--- config.mk ---
export PLATFORM = sky130hd
export DESIGN_NAME = rvalu_div_stage
export DESIGN_NICKNAME = d
export VERILOG_FILES = /design/src/rtl/rvalu_pkg.sv /design/src/rtl/rvalu_div_stage.sv
export SDC_FILE = /design/constraint.sdc
export NUM_CORES = 1
export LEC_CHECK = 0
export BUFFER_PORTS_ARGS = -buffer_cell sky130_fd_sc_hd__clkbuf_2
export CAP_MARGIN = 10
export CORE_ASPECT_RATIO = 1.75
export CORE_UTILIZATION = 35
export DETAILED_ROUTE_END_ITERATION = 10
export HOLD_SLACK_MARGIN = 0.1
export PLACE_DENSITY = 0.72
export SETUP_SLACK_MARGIN = 0.02
export SKIP_CTS_REPAIR_TIMING = 1
export SLEW_MARGIN = 10
export SYNTH_ARGS = -nofsm -noshare
export SYNTH_HDL_FRONTEND = slang
export SYNTH_SLANG_ARGS = --single-unit
export TNS_END_PERCENT = 30
--- constraint.sdc ---
create_clock -name clk -period 0.8 [get_ports clk]
set_input_delay 0.08 -clock clk [delete_from_list [all_inputs] [get_ports clk]]
set_output_delay 0.08 -clock clk [all_outputs]
set_load 0.03 [all_outputs]
--- src/rtl/rvalu_pkg.sv ---
package rvalu_pkg;

	typedef enum logic [4:0] {
		OP_ADD    = 5'd0,
		OP_SUB    = 5'd1,
		OP_SLT    = 5'd2,
		OP_SLTU   = 5'd3,
		OP_AND    = 5'd4,
		OP_OR     = 5'd5,
		OP_XOR    = 5'd6,
		OP_SLL    = 5'd7,
		OP_SRL    = 5'd8,
		OP_SRA    = 5'd9,
		OP_MUL    = 5'd10,
		OP_MULH   = 5'd11,
		OP_MULHSU = 5'd12,
		OP_MULHU  = 5'd13,
		OP_DIV    = 5'd14,
		OP_DIVU   = 5'd15,
		OP_REM    = 5'd16,
		OP_REMU   = 5'd17
	} op_t;

	localparam logic [31:0] UNDEF_PATTERN = 32'hcafebabe;
	localparam int unsigned XLEN = 32;

	typedef struct packed {
		logic [4:0]  op;
		logic [31:0] res;
		logic [31:0] rem;
		logic [31:0] dq;
		logic [31:0] dvs;
		logic        qneg;
		logic        rneg;
		logic        dz;
	} div_pipe_t;

endpackage

--- src/rtl/rvalu_div_stage.sv ---
module rvalu_div_stage (
	input  logic                clk,
	input  logic                arst_n,
	input  logic                adv,
	input  logic                vld_in,
	input  rvalu_pkg::div_pipe_t pipe_in,
	output logic                vld_out,
	output rvalu_pkg::div_pipe_t pipe_out
);
	import rvalu_pkg::*;

	logic [32:0] rem_sh;
	logic [32:0] diff;
	div_pipe_t   nxt;

	always_comb begin
		rem_sh = {pipe_in.rem, pipe_in.dq[XLEN-1]};
		diff   = rem_sh - {1'b0, pipe_in.dvs};
		nxt    = pipe_in;
		if (!diff[32]) begin
			nxt.rem = diff[31:0];
			nxt.dq  = {pipe_in.dq[30:0], 1'b1};
		end else begin
			nxt.rem = rem_sh[31:0];
			nxt.dq  = {pipe_in.dq[30:0], 1'b0};
		end
	end

	always_ff @(posedge clk or negedge arst_n) begin
		if (!arst_n) begin
			vld_out <= 1'b0;
		end else if (adv) begin
			vld_out <= vld_in;
		end
	end

	always_ff @(posedge clk) begin
		if (adv) begin
			pipe_out <= nxt;
		end
	end

endmodule

# [Word-level counts from Yosys, hierarchy flattened]
# Index checks and enable logic that the tools add are counted.
[word_totals] regBits=137 input_bits=140 out_inout_bits=137 word_cells=11
[classes] addsub=1 n_mux=1
[op_table] op="2-to-1 mux 64 bit" count=1
[op_table] op="subtractor 33 x 32 -> 33 bit" count=1

# [Depth between registers and ports, before layout]
[logic_depth] ltp_word=2 depth_mapped=13 depth_no_buf=12

# [Worst setup path after synthesis]
# No wires, ideal clock.
[synth_path] path_type="input to register" startpoint="input port pipe_in[19] (netlist name)" endpoint="register pipe_out[70] (netlist name) (data pin)" setup_time_ns=0.260 t_arrival_ns=2.351 t_required_ns=0.540 setup_slack_ns=-1.812 cell_stages=12 path_buffers=2 path_cell_list="inv_1 > ha_1 > buf_6 > a21oi_4 > o211ai_1 > a221o_1 > a211o_1 > o21a_1 > o211ai_4 > inv_2 > buf_6 > mux2_4"
[synth_rtl] item="start: declaration" line_no="rvalu_div_stage.sv:6" rtl="input rvalu_pkg::div_pipe_t pipe_in,"
[synth_rtl] item="end signal: assignment" line_no="rvalu_div_stage.sv:39" rtl="pipe_out <= nxt;"
[synth_rtl] item="end: declaration" line_no="rvalu_div_stage.sv:8" rtl="output rvalu_pkg::div_pipe_t pipe_out"

==> out/metrics.cfg <==
[grt]
grt_max_degree=26
grt_pass1_vias=5722
gr-total-overflow=0
grt_pass1_wl_um=29100
antenna_found_initial=0
track_usage_pct=19.9

[sta]
period_share_pct=271
rsz0062_at_grt=true
fmax_mhz=461
report.final.slew_viol_count=0
whs_ps=-154
final_hold_viol_count=6
setup_viol=170
slew_headroom_pct=69.9
finalSetupTns_ps=-77070
tightest_slew_ps=447
finClkSkew_ps=0
period_needed_ps=2170
final.setup.worst_slack_ps=-1370

[power_and_ir_drop]
p_total_mw=23.5
power.leakage_nw=5.32
vdd_drop_max_mv=1.22
pwr_density_cell_nw_per_um2=2040

[finish]
postLayoutCellArea_um2=11500
final_cells=1294
finish.utilization_pct=62.3
antenna_cells=0
syn_to_final_growth_pct=75.2
drive_gt1_share_pct=49.6
final_nets=1216
fillers=1499

[drt]
wl_per_cell_um=16.5
avgViaCountPerCell=4.77
vias=6177
antenna_left=0
drc=0
drt_pre_antenna_iters=4
finalWirelength_um=21400
drt_iter0_drc=225

[logic_synthesis]
netlist_instances=498
ys_types=51
async_reset_ff_share_pct=0.730
postSynthAreaPerCell_um2=13.2
ys_seq_area_share_pct=62.5
yosys-top-cells-area=edfxtp_1 62%, ha_1 6.1%, mux2_4 4.1%
synth_nets=671
synth_edf_count=136
netlist_area_um2=6570
yosysTopAreaCellShare_pct=62.1
ys.flop_type=edfxtp_1
synth_warnings=0
ys_ff_latch=137
yosysTopAreaCell=edfxtp_1

[hold_path]
hold_depth=1
hp-class=input pin to flop

[critical_path]
cp_max_fo=7
reg2reg_depth=1
cp.arrival_ps=2340
critPathRequiredTime_ps=970
crit_type=input pin to flop
worstSetupStartpointType=input pin
endpoint_kind=flop

[run]
cap_violations=0

[clocking]
htreeDepth=4
cts.clk_slew.worst_paths_ps=70
cts_sinks=137
clk_path_buf_depth=2
numCtsBuffers=17
ctsRootBufferMaster=clkbuf_16
cts_tree=yes
insertion_delay_ps=420

[place]
dpl_cell_area_um2=9470
dpl.hpwl_um=15600
place_congestion=0.920
pre_cts_slack_ps=-2010
dp.cells=1148
port_buffers=276

[floorplan]
rows=66
start_util_pct=35.5
core_area_um2=18500
die_area_um2=19400
fp.dieW_um=106
fp.dieH_um=183
io_pins=277

[outcome]
status=finished, violations left
violations=negative hold slack, negative setup slack

layer usage:
layer | wire, um | vias to the layer above | global-route usage, % | share of wire, %
met2 | 11900 | 221 | 37.6 | 55
met4 | 703 | 0 | 9.44 | 3.3
met1 | 7840 | 2956 | 20.8 | 37
met5 | 0 | - | 0 | 0
li1 | - | 2960 | - | -
met3 | 989 | 40 | 3.98 | 4.6
kinds of logic after synthesis:
family / after synthesis / share of synthesized area, %
fa+ha+maj: 33 / 6.40
mux: 19 / 4.28
xor+xnor: 24 / 3.20
simple gates: 108 / 7.88
flops: 137 / 62.5
buf+inv: 57 / 3.62
compound gates: 120 / 12.1
synthesized netlist by cell type, types with 6 or more instances:
cell type	n
a21o_1	15
a21oi_1	34
and3_1	6
clkbuf_1	11
edfxtp_1	136
ha_1	32
inv_1	41
mux2_4	18
nand2_1	44
nand3_1	11
nand4_1	7
nor2_1	16
o211ai_1	8
o21a_1	6
o21ai_0	24
xnor2_1	14
xor2_1	10
cell type report:
cell class / instances / area, um2 / area share [%]
Sequential cell: 137 / 4110 / 35.7
Timing Repair Buffer: 541 / 3940 / 34.2
Multi-Input combinational cell: 304 / 2450 / 21.2
Clock buffer: 17 / 425 / 3.69
Tap cell: 238 / 298 / 2.59
Inverter: 42 / 168 / 1.46
Clock inverter: 15 / 131 / 1.14
cells in the final DEF, fill, tap and decap left out, types with 16 or more instances in the layout:
master         count
buf_2            107
ha_1              24
buf_4            145
inv_1             37
mux2_4            18
buf_6             28
edfxtp_1         136
nor2_1            16
nand2_1           43
a21oi_1           27
clkbuf_16         18
clkbuf_2         141
dlygate4sd3_1    109
power by group:
group          internal, mW  switching, mW  leakage, nW  total, mW
logic                  3.21           3.75         3.71       6.96
registers              8.75          0.234         1.34       8.99
clock network          4.09           3.46        0.267       7.55
total                  16.0           7.45         5.32       23.5
final timing paths:
path / startpoint / endpoint / slack (ps)
worst max-delay path: pipe_in[19] / pipe_out[92] / -1370
worst min-delay path: pipe_in[3] / pipe_out[3] / -150
worst max register to register: vld_out / vld_out / 30
worst min register to register: vld_out / vld_out / 540
max in group asynchronous: arst_n / vld_out / 180
min in group asynchronous: arst_n / vld_out / 520
worst max-delay path, stage by stage:
cell	delay (ps)
buf_8	80
inv_6	30
ha_4	260
a21oi_4	150
o211ai_1	120
a221o_1	340
a211o_1	310
o21a_1	210
o211ai_4	210
inv_4	80
clkbuf_16	170
mux2_4	290
registers in the layout, indices dropped and copies added, names as in the netlist:
signal and flops:
vld_out 1, pipe_out 136
Note: power is estimated with default switching activity, not from simulation.
